File: config.mk
export PLATFORM = sky130hd
export DESIGN_NAME = wav_header_parser_unit
export DESIGN_NICKNAME = d
export VERILOG_FILES = /design/src/design/wavhp_pkg.sv /design/src/design/wavhp_core.sv /design/src/design/wav_header_parser_unit.sv
export SDC_FILE = /design/constraint.sdc
export NUM_CORES = 1
export LEC_CHECK = 0
export BUFFER_PORTS_ARGS = -buffer_cell sky130_fd_sc_hd__buf_2
export CAP_MARGIN = 0
export CORE_MARGIN = 2
export CORE_UTILIZATION = 60
export DETAILED_ROUTE_END_ITERATION = 6
export PLACE_DENSITY_LB_ADDON = 0.25
export SLEW_MARGIN = 20
export SYNTH_ARGS = -nofsm -noshare
export SYNTH_HDL_FRONTEND = slang
export SYNTH_SLANG_ARGS = --single-unit
File: constraint.sdc
create_clock -name clk -period 7.4 [get_ports clk]
set_clock_uncertainty 0.1 [all_clocks]
set_input_delay 0.37 -clock clk [delete_from_list [all_inputs] [get_ports clk]]
set_output_delay 0.37 -clock clk [all_outputs]
set_load 0.02 [all_outputs]
File: src/design/wavhp_pkg.sv
// ----------------------------------------------------------------------------
// WAV header parser package
// Beat types, parser states, status codes and chunk mark constants.
// ----------------------------------------------------------------------------
package wavhp_pkg;

  localparam int unsigned HdrLenW = 40;

  localparam logic [HdrLenW-1:0] HDR_LEN_MAX   = {HdrLenW{1'b1}};
  localparam logic [31:0]        MARK_FACT     = 32'h6661_6374;
  localparam logic [31:0]        MARK_LIST     = 32'h6C69_7374;
  localparam logic [31:0]        MARK_DATA     = 32'h6461_7461;
  localparam logic [31:0]        FMT_BASE_SIZE = 32'd16;

  // byte positions inside the fixed header parts
  localparam logic [4:0] RIFF_LAST_IDX = 5'd11;
  localparam logic [4:0] FMT_LAST_IDX  = 5'd23;
  localparam logic [4:0] SIZE_LAST_IDX = 5'd7;
  localparam logic [4:0] WORD_LAST_IDX = 5'd3;

  typedef enum logic [1:0] {
    ST_OK        = 2'd0,
    ST_FMT_SHORT = 2'd1,
    ST_BAD_MARK  = 2'd2
  } status_t;

  typedef enum logic [7:0] {
    PH_IDLE  = 8'b0000_0001,
    PH_RIFF  = 8'b0000_0010,
    PH_FMT   = 8'b0000_0100,
    PH_SKIP  = 8'b0000_1000,
    PH_MARK  = 8'b0001_0000,
    PH_CLEN  = 8'b0010_0000,
    PH_DSIZE = 8'b0100_0000,
    PH_DONE  = 8'b1000_0000
  } phase_t;

  typedef struct packed {
    logic [7:0] stream_byte;
    logic       start_of_stream;
  } in_beat_t;

  typedef struct packed {
    logic [1:0]         status;
    logic               size_mismatch;
    logic [15:0]        audio_fmt;
    logic [15:0]        channel_count;
    logic [31:0]        samples_per_sec;
    logic [31:0]        byte_rate;
    logic [15:0]        block_align;
    logic [15:0]        bits_per_sample;
    logic [31:0]        data_size;
    logic [HdrLenW-1:0] header_length;
  } out_beat_t;

  // ASCII upper case to lower case, byte by byte
  function automatic logic [31:0] lower_mark(logic [31:0] m);
    logic [31:0] r;
    logic [7:0]  c;
    r = '0;
    for (int i = 0; i < 4; i++) begin
      c = m[8*i +: 8];
      if (c >= 8'h41 && c <= 8'h5A) begin
        c = c + 8'h20;
      end
      r[8*i +: 8] = c;
    end
    return r;
  endfunction

endpackage

File: src/design/wavhp_core.sv
// ----------------------------------------------------------------------------
// WAV header parser core
// Per-byte parse state machine; flags a result in the cycle of its last byte.
// ----------------------------------------------------------------------------
module wavhp_core (
  input  logic                 clk,
  input  logic                 rst_n,
  input  logic                 beat_en,
  input  wavhp_pkg::in_beat_t  beat,
  output logic                 res_valid,
  output wavhp_pkg::out_beat_t res
);

  wavhp_pkg::phase_t phase_r, phase_nxt, cur_phase;
  logic [4:0]  idx_r, idx_nxt, cur_idx, idx_inc;
  logic [wavhp_pkg::HdrLenW-1:0] cons_r, cons_nxt, cur_cons, cons_inc;
  logic [31:0] word_r, word_nxt, word_shift;
  logic [31:0] riff_r, riff_nxt;
  logic [31:0] fmtsz_r, fmtsz_nxt;
  logic [31:0] skip_r, skip_nxt;
  logic [31:0] mark_r, mark_nxt, mark_shift, mark_low;
  logic [63:0] f0_r, f0_nxt, f1_r, f1_nxt;
  logic [wavhp_pkg::HdrLenW:0] total;
  logic [7:0]  b;
  logic [1:0]  status;
  logic        mism;
  logic [31:0] dsize;

  assign b          = beat.stream_byte;
  assign cur_phase  = beat.start_of_stream ? wavhp_pkg::PH_RIFF : phase_r;
  assign cur_idx    = beat.start_of_stream ? 5'd0 : idx_r;
  assign cur_cons   = beat.start_of_stream ? '0 : cons_r;
  assign cons_inc   = (cur_cons != wavhp_pkg::HDR_LEN_MAX) ? cur_cons + 1'b1 : cur_cons;
  assign idx_inc    = cur_idx + 5'd1;
  assign word_shift = {b, word_r[31:8]};
  assign mark_shift = {mark_r[23:0], b};
  assign mark_low   = wavhp_pkg::lower_mark(mark_shift);
  // data size + header length - 8, compared against the RIFF size
  assign total      = {9'd0, word_shift} + {1'b0, cons_inc} - 41'd8;

  always_comb begin
    phase_nxt = phase_r;
    idx_nxt   = idx_r;
    cons_nxt  = cons_r;
    word_nxt  = word_r;
    riff_nxt  = riff_r;
    fmtsz_nxt = fmtsz_r;
    skip_nxt  = skip_r;
    mark_nxt  = mark_r;
    f0_nxt    = f0_r;
    f1_nxt    = f1_r;
    res_valid = 1'b0;
    status    = wavhp_pkg::ST_OK;
    mism      = 1'b0;
    dsize     = '0;
    if (beat_en) begin
      phase_nxt = cur_phase;
      idx_nxt   = cur_idx;
      cons_nxt  = cur_cons;
      unique case (cur_phase)
        wavhp_pkg::PH_RIFF: begin
          cons_nxt = cons_inc;
          if (cur_idx >= 5'd4 && cur_idx <= wavhp_pkg::SIZE_LAST_IDX) begin
            word_nxt = word_shift;
          end
          if (cur_idx == wavhp_pkg::SIZE_LAST_IDX) begin
            riff_nxt = word_shift;
          end
          if (cur_idx == wavhp_pkg::RIFF_LAST_IDX) begin
            phase_nxt = wavhp_pkg::PH_FMT;
            idx_nxt   = 5'd0;
          end else begin
            idx_nxt = idx_inc;
          end
        end
        wavhp_pkg::PH_FMT: begin
          cons_nxt = cons_inc;
          idx_nxt  = idx_inc;
          if (cur_idx >= 5'd4 && cur_idx <= wavhp_pkg::SIZE_LAST_IDX) begin
            word_nxt = word_shift;
          end
          if (cur_idx == wavhp_pkg::SIZE_LAST_IDX) begin
            fmtsz_nxt = word_shift;
          end
          if (cur_idx >= 5'd8 && cur_idx <= 5'd15) begin
            f0_nxt[8*cur_idx[2:0] +: 8] = b;
          end
          if (cur_idx >= 5'd16 && cur_idx <= wavhp_pkg::FMT_LAST_IDX) begin
            f1_nxt[8*cur_idx[2:0] +: 8] = b;
          end
          if (cur_idx == wavhp_pkg::FMT_LAST_IDX) begin
            if (fmtsz_r < wavhp_pkg::FMT_BASE_SIZE) begin
              res_valid = 1'b1;
              status    = wavhp_pkg::ST_FMT_SHORT;
              phase_nxt = wavhp_pkg::PH_DONE;
            end else begin
              skip_nxt  = fmtsz_r - wavhp_pkg::FMT_BASE_SIZE;
              idx_nxt   = 5'd0;
              if (fmtsz_r == wavhp_pkg::FMT_BASE_SIZE) begin
                phase_nxt = wavhp_pkg::PH_MARK;
              end else begin
                phase_nxt = wavhp_pkg::PH_SKIP;
              end
            end
          end
        end
        wavhp_pkg::PH_SKIP: begin
          cons_nxt = cons_inc;
          if (skip_r != 32'd0) begin
            skip_nxt = skip_r - 32'd1;
          end
          if (skip_r <= 32'd1) begin
            phase_nxt = wavhp_pkg::PH_MARK;
            idx_nxt   = 5'd0;
          end
        end
        wavhp_pkg::PH_MARK: begin
          cons_nxt = cons_inc;
          mark_nxt = mark_shift;
          idx_nxt  = idx_inc;
          if (cur_idx == wavhp_pkg::WORD_LAST_IDX) begin
            idx_nxt = 5'd0;
            if (mark_low == wavhp_pkg::MARK_FACT || mark_low == wavhp_pkg::MARK_LIST) begin
              phase_nxt = wavhp_pkg::PH_CLEN;
            end else if (mark_shift == wavhp_pkg::MARK_DATA) begin
              phase_nxt = wavhp_pkg::PH_DSIZE;
            end else begin
              res_valid = 1'b1;
              status    = wavhp_pkg::ST_BAD_MARK;
              phase_nxt = wavhp_pkg::PH_DONE;
            end
          end
        end
        wavhp_pkg::PH_CLEN: begin
          cons_nxt = cons_inc;
          word_nxt = word_shift;
          idx_nxt  = idx_inc;
          if (cur_idx == wavhp_pkg::WORD_LAST_IDX) begin
            skip_nxt  = word_shift;
            idx_nxt   = 5'd0;
            if (word_shift == 32'd0) begin
              phase_nxt = wavhp_pkg::PH_MARK;
            end else begin
              phase_nxt = wavhp_pkg::PH_SKIP;
            end
          end
        end
        wavhp_pkg::PH_DSIZE: begin
          cons_nxt = cons_inc;
          word_nxt = word_shift;
          idx_nxt  = idx_inc;
          if (cur_idx == wavhp_pkg::WORD_LAST_IDX) begin
            res_valid = 1'b1;
            status    = wavhp_pkg::ST_OK;
            mism      = (total != {9'd0, riff_r});
            dsize     = word_shift;
            phase_nxt = wavhp_pkg::PH_DONE;
          end
        end
        wavhp_pkg::PH_IDLE, wavhp_pkg::PH_DONE: begin
          phase_nxt = cur_phase;
        end
        default: begin
          phase_nxt = wavhp_pkg::PH_IDLE;
        end
      endcase
    end
  end

  always_comb begin
    res.status          = status;
    res.size_mismatch   = mism;
    res.audio_fmt       = f0_nxt[15:0];
    res.channel_count   = f0_nxt[31:16];
    res.samples_per_sec = f0_nxt[63:32];
    res.byte_rate       = f1_nxt[31:0];
    res.block_align     = f1_nxt[47:32];
    res.bits_per_sample = f1_nxt[63:48];
    res.data_size       = dsize;
    res.header_length   = cons_inc;
  end

  always_ff @(posedge clk) begin
    if (!rst_n) begin
      phase_r <= wavhp_pkg::PH_IDLE;
      idx_r   <= 5'd0;
      cons_r  <= '0;
    end else begin
      phase_r <= phase_nxt;
      idx_r   <= idx_nxt;
      cons_r  <= cons_nxt;
    end
  end

  always_ff @(posedge clk) begin
    word_r  <= word_nxt;
    riff_r  <= riff_nxt;
    fmtsz_r <= fmtsz_nxt;
    skip_r  <= skip_nxt;
    mark_r  <= mark_nxt;
    f0_r    <= f0_nxt;
    f1_r    <= f1_nxt;
  end

endmodule

File: src/design/wav_header_parser_unit.sv
// ----------------------------------------------------------------------------
// WAV header parser unit
// Parses RIFF/WAVE headers from a byte stream and reports format and sizes.
// ----------------------------------------------------------------------------
// Usage:
//   in_*  : one file byte per beat; start_of_stream marks byte 0 of a new file
//           and restarts the parse from any state.
//   out_* : one result beat per file: status, fmt fields, data size and the
//           header length up to the end of the data chunk header or the byte that ends the parse.
//   Throughput: one byte per cycle while in_ready is high. Each byte goes
//   through the parse state machine in the cycle it is accepted.
//   Result: valid in the cycle after the beat of the byte that ends the
//   parse (last data size byte, last fmt byte, or a bad mark).
//   Bytes before the first start or after a result are consumed and dropped.
//   Stalls: the result sits in the output register; in_ready stays high while
//   it is empty or being taken this cycle, so a waiting result blocks input
//   only while out_ready is low.
//   Reset: synchronous; the parser goes idle and the output register empties.
//   A stream that ends early produces no result.
// ----------------------------------------------------------------------------
module wav_header_parser_unit (
  input  logic                 clk,
  input  logic                 rst_n,
  input  logic                 in_valid,
  output logic                 in_ready,
  input  wavhp_pkg::in_beat_t  in_data,
  output logic                 out_valid,
  input  logic                 out_ready,
  output wavhp_pkg::out_beat_t out_data
);

  logic                 beat_en;
  logic                 res_valid;
  wavhp_pkg::out_beat_t res;
  logic                 out_valid_r, out_valid_nxt;
  wavhp_pkg::out_beat_t out_data_r;

  assign in_ready = !out_valid_r || out_ready;
  assign beat_en  = in_valid && in_ready;

  wavhp_core u_core (
    .clk       (clk),
    .rst_n     (rst_n),
    .beat_en   (beat_en),
    .beat      (in_data),
    .res_valid (res_valid),
    .res       (res)
  );

  always_comb begin
    out_valid_nxt = out_valid_r;
    if (res_valid) begin
      out_valid_nxt = 1'b1;
    end else if (out_ready) begin
      out_valid_nxt = 1'b0;
    end
  end

  always_ff @(posedge clk) begin
    if (!rst_n) begin
      out_valid_r <= 1'b0;
    end else begin
      out_valid_r <= out_valid_nxt;
    end
  end

  always_ff @(posedge clk) begin
    if (res_valid) begin
      out_data_r <= res;
    end
  end

  assign out_valid = out_valid_r;
  assign out_data  = out_data_r;

endmodule

# Yosys cells after proc, flatten, opt, wreduce, memory -nomap -nowiden
# Index checks and enable logic that the tools add are counted.
[totals]
input_bits = 13
mem_count = 0
reg_bits = 537
ramBits = 0
rom_bits = 0
latch_bits = 0
[classes]
n_lt_le_gt_ge = 16
n_div = 0
addsub = 11
n_shift = 2
muxes = 58
eq_ne = 23
bitwise_logic = 0
mul = 0
n_reduce_logical = 27
[op_table]
columns = ["operator", "n"]
rows = [
  ["two-way mux 64 bit", 6],
  ["two-way mux 32 bit", 5],
  ["bitwise mux 64 bit", 2],
  ["two-way mux 40 bit", 3],
  ["two-way mux 8 bit", 14],
  ["== test 32 x 31 -> 1 bit, second input constant", 3],
  ["case mux 32 bit (3 select lines)", 1],
  ["case mux 32 bit (2 select lines)", 1],
  ["variable shift 8 x 34 -> 64 bit, first input constant", 1],
  ["variable part select 8 x 34 -> 64 bit", 1],
  ["case mux 8 bit (7 select lines)", 1],
  ["adder 32 x 40 -> 41 bit", 1],
  ["inequality test 41 x 32 -> 1 bit", 1],
  ["subtractor 41 x 4 -> 41 bit, second input constant", 1],
  ["adder 40 x 1 -> 40 bit, second input constant", 1],
  ["two-way mux 5 bit", 8],
  ["inequality test 40 bit, second input constant", 1],
  ["negation 6 -> 34 bit", 1],
  ["adder 8 x 6 -> 8 bit, second input constant", 4],
  ["== test 32 x 5 -> 1 bit, second input constant", 1],
  ["greater-or-equal comparator 8 x 7 -> 1 bit, second input constant", 4],
  ["<= comparator 32 x 1 -> 1 bit, second input constant", 1],
  ["<= comparator 8 x 7 -> 1 bit, second input constant", 4],
  ["logical NOT 32 bit", 1],
  ["other kinds (40)", 70],
]

# Logic depth before layout (Yosys ltp)
[depth]
word_depth = 10
ltp_mapped = 34
ltp_nobuf = 27

# Cells and area by module
# From an unflattened synthesis, not the netlist that was laid out.
[hier_totals]
hier_cells = 2260
hier_area_um2 = 24093.1
[by_module_without_submodules]
columns = ["mod", "seq_area_each_um2", "cells_each", "area_each_um2", "instances"]
rows = [
  ["wavhp_core", 7947.6, 2052, 17939.7, 1],
  ["wav_header_parser_unit", 6115.9, 208, 6153.4, 1],
]

# Least setup slack after synthesis
# Ideal clock, no wire load.
[synth_path]
kind = "flip-flop to flip-flop"
startpoint = "register u_core.fmtsz_r[10]"
endpoint = "register out_data_r (netlist bit out_data[0]) (enable)"
path_buffers = 0
path_slack_ns = 0.573
t_arrival_ns = 6.173
path_stages_with_launch = 9
setup_ns = 0.554
cell_sequence = "edfxtp_1 or4_1 or3_1 or3_1 nor2_2 nand2_1 o21ai_0 o21ai_0 inv_1"
[synth_via]
elab_chain_cells = 5
[synth_rtl]
columns = ["item", "line", "source"]
rows = [
  ["start: declaration", "wavhp_core.sv:19", "logic [31:0] fmtsz_r, fmtsz_nxt;"],
  ["start signal: assignment", "wavhp_core.sv:198", "fmtsz_r <= fmtsz_nxt;"],
  ["< comparator 32 x 5 -> 1 bit", "wavhp_core.sv:92", "if (fmtsz_r < wavhp_pkg::FMT_BASE_SIZE) begin"],
  ["two-way mux 1 bit", "wavhp_core.sv:92", ""],
  ["two-way mux 1 bit", "wavhp_core.sv:91", "if (cur_idx == wavhp_pkg::FMT_LAST_IDX) begin"],
  ["case mux 1 bit (3 select lines)", "wavhp_core.sv:60", "unique case (cur_phase)"],
  ["two-way mux 1 bit", "wavhp_core.sv:56", "if (beat_en) begin"],
  ["end signal: assignment", "wav_header_parser_unit.sv:69", "out_data_r <= res;"],
  ["end: declaration", "wav_header_parser_unit.sv:36", "wavhp_pkg::out_beat_t out_data_r;"],
]
# Every way passes these cells.
# A chain may end at the register's enable or synchronous reset.

==> impl_metrics.yaml <==
status:
  status: "finished, final reports clean"
floorplanning:
  die_height_um: 204
  die-area_um2: 41500
  core-area_um2: 39500
  die_x_um: 204
  start_util: 0.604
  rows: 73
  pin_count: 218
critical_path:
  cp-startpoint: "u_core.cons_r[15]"
  criticalPathCategory: "register to register"
  start_kind: "register"
  worst_path_max_delay_cell: "or4_4"
  end_kind: "register"
  crit_buf_inv: 3
  r2r_end: "out_data[200]"
  required_ns: 7.59
  cp_data_arrival_time_ns: 6.88
  cp_num_cells: 26
  critPathTopFamily: "simple AND/OR/NAND/NOR gates"
  reg2regPathDepth: 26
  cpMostUsedCell: "nor2_1"
  endpoint: "out_data[200]"
  r2r-start: "u_core.cons_r[15]"
  path_max_fanout: 7
  slowest_delay_ns: 0.59
  regToRegSetupSlack_ns: 0.71
synth:
  syn_area_um2: 23900
  synth.ff_latch_count: 529
  synth_edf_count: 347
  ys_warn_count: 0
  ys_top_cells_by_count: "edfxtp_1, nand2_1, o21ai_0"
  ys_seq_area_frac: 0.588
  async_flop_share: 0
  yosys.area.top_type: "edfxtp_1"
  netlist_instances: 2247
  synth_area_per_cell_um2: 10.6
  yosysTopAreaCellShare: 0.436
  synthFlopType: "edfxtp_1"
  synth_most_common_cell: "edfxtp_1"
  synth_area_leaders: "edfxtp_1, dfxtp_1, nand2_1, o21ai_0, ha_1"
  synth.distinct_cells: 82
  syn_nets: 2347
route:
  dr.pass1.iters: 6
  avgRoutedWirePerCell_um: 21.0
  wl_mm: 63.7
  ant_nets: 0
  drc: 0
  routed_via_density: 5.93
  drt_iter0_drc: 1693
  num_vias: 17953
place:
  gp_congestion: 0.963
  port_buffers: 217
  place_hpwl_mm: 44.8
  dpl_cell_area_um2: 25500
job:
  maxCapViolations: 0
power:
  leakagePower_uw: 0.00937
  vdd_ir_drop_max_uv: 210
  p_clk_frac: 0.466
  p_comb_frac: 0.027
  power.density_nw_per_um2: 224
  switching_share: 0.210
  switchingPower_uw: 1290
  power_frac_seq: 0.507
  internal_power_uw: 4860
timing:
  post-route-period-util: 0.905
  rsz0062_at_grt: "no"
  finalCriticalPeriod_ns: 6.69
  maxClockFrequency_mhz: 149
  slew_headroom: 0.268
  final.setup.tns_ns: 0
  maxSlewViolCount: 0
  setup_viol: 0
  tightest_slew_ns: 1.09
  finalHoldViolations: 0
global_route:
  grt-ovfl-total: 0
  grt_pass1_vias: 17434
  grtUsageTotal: 0.306
  grt_pass1_wl_mm: 97.8
  grt_antenna_before_repair: 1
  grt_start_max_net_pins: 114
clocking:
  insertion_delay_ns: 0.63
  path_clk_slew_ns: 0.07
  cts_resized: 0
  numCtsBuffers: 53
  cts.sinks: 529
  cts_tree: "done"
  post_cts_buffers: 0
  htreeDepth: 2
  postCtsHoldBufs: 1
  clockBufferDepth: 3
  root_buffer: "clkbuf_16"
min_path:
  whs_path_depth: 1
  hold_class: "input port to register"
cells_and_area:
  final_nets: 2558
  antenna_cells: 0
  layout-drive-gt1-share: 0.143
  syn_to_final_growth_pct: 14.8
  design_area_um2: 27400
layout by cell type (no fill, tap or decap), types with 43 or more instances in the layout:
cell type,count
edfxtp_1,347
dfxtp_1,182
ha_1,86
xor2_1,64
inv_1,156
nor3_1,43
buf_2,217
a21oi_1,71
nand2_1,322
clkbuf_16,54
nor2_1,138
xnor2_1,73
o21ai_0,219
metal layers:
| layer | track usage | vias up | part of all wire |
|---|---|---|---|
| met3 | 0.0721 | 122 | 0.087 |
| met2 | 0.509 | 789 | 0.48 |
| met1 | 0.398 | 8619 | 0.41 |
| met4 | 0.102 | 0 | 0.031 |
| li1 | - | 8423 | - |
| met5 | 0 | - | 0 |
through the flow:
stage / cells / setup slack (ns) / hold slack (ns) / utilization / power [uW]
after floorplan: 2247 / 0.573 / 0.317 / - / 3290
after global placement: 2927 / 0.623 / 0.327 / 0.646 / 3340
after detailed placement: 2927 / 0.611 / 0.324 / 0.646 / 3350
after CTS: 3028 / 0.836 / 0.0355 / 0.694 / 6180
after global routing: 3028 / 0.195 / 0.0330 / 0.694 / 6300
final: 3028 / 0.706 / 0.0570 / 0.694 / 6150
registers in the layout (all words and copies together), names as in the netlist:
| name | cells |
|---|---|
| u_core.cons_r | 40 |
| out_valid | 1 |
| u_core.idx_r | 5 |
| u_core.riff_r | 32 |
| u_core.fmtsz_r | 32 |
| u_core.word_r | 24 |
| out_data | 203 |
| u_core.phase_r | 8 |
| u_core.f0_r | 64 |
| u_core.mark_r | 24 |
| u_core.f1_r | 64 |
| u_core.skip_r | 32 |
area by class of cell:
type                    count  area (um^2)
flip-flops and latches    529        14100
fillers                  2903        12100
multi-input cells        1477         8960
clock buffers              68         1450
repair buffers            239         1270
well taps                 525          657
inverters                 158          601
clock inverters            32          428
kinds of logic after synthesis:
kind of cell,Yosys count,synth area share
AO/OA/AOI/OAI,478,0.121
flip-flops,529,0.588
AND/OR/NAND/NOR,768,0.153
multiplexers,7,0.00304
buffers and inverters,241,0.0385
adder cells (fa/ha/maj),87,0.0458
XOR/XNOR,137,0.0502
how the worst min path moves through the flow:
stage | from | to | slack, ns
final | in_data[4] | u_core.word_r[27] | 0.06
after floorplan | u_core.mark_r[12] | u_core.mark_r[20] | 0.32
after CTS | in_data[4] | u_core.mark_r[3] | 0.04
after global placement | u_core.mark_r[12] | u_core.mark_r[20] | 0.33
after global routing | in_data[4] | u_core.mark_r[3] | 0.03
after detailed placement | u_core.mark_r[12] | u_core.mark_r[20] | 0.32
power groups by stage:
| stage | Combinational [uW] | Sequential [uW] | Clock [uW] |
|---|---|---|---|
| 2_1_floorplan | 111 | 3180 | 0 |
| 3_3_place_gp | 161 | 3180 | 0 |
| 3_5_place_dp | 164 | 3180 | 0 |
| 4_1_cts | 166 | 3120 | 2890 |
| 5_1_grt | 184 | 3120 | 3000 |
| 6_report | 168 | 3120 | 2860 |
(Power assumes the default switching activity.)
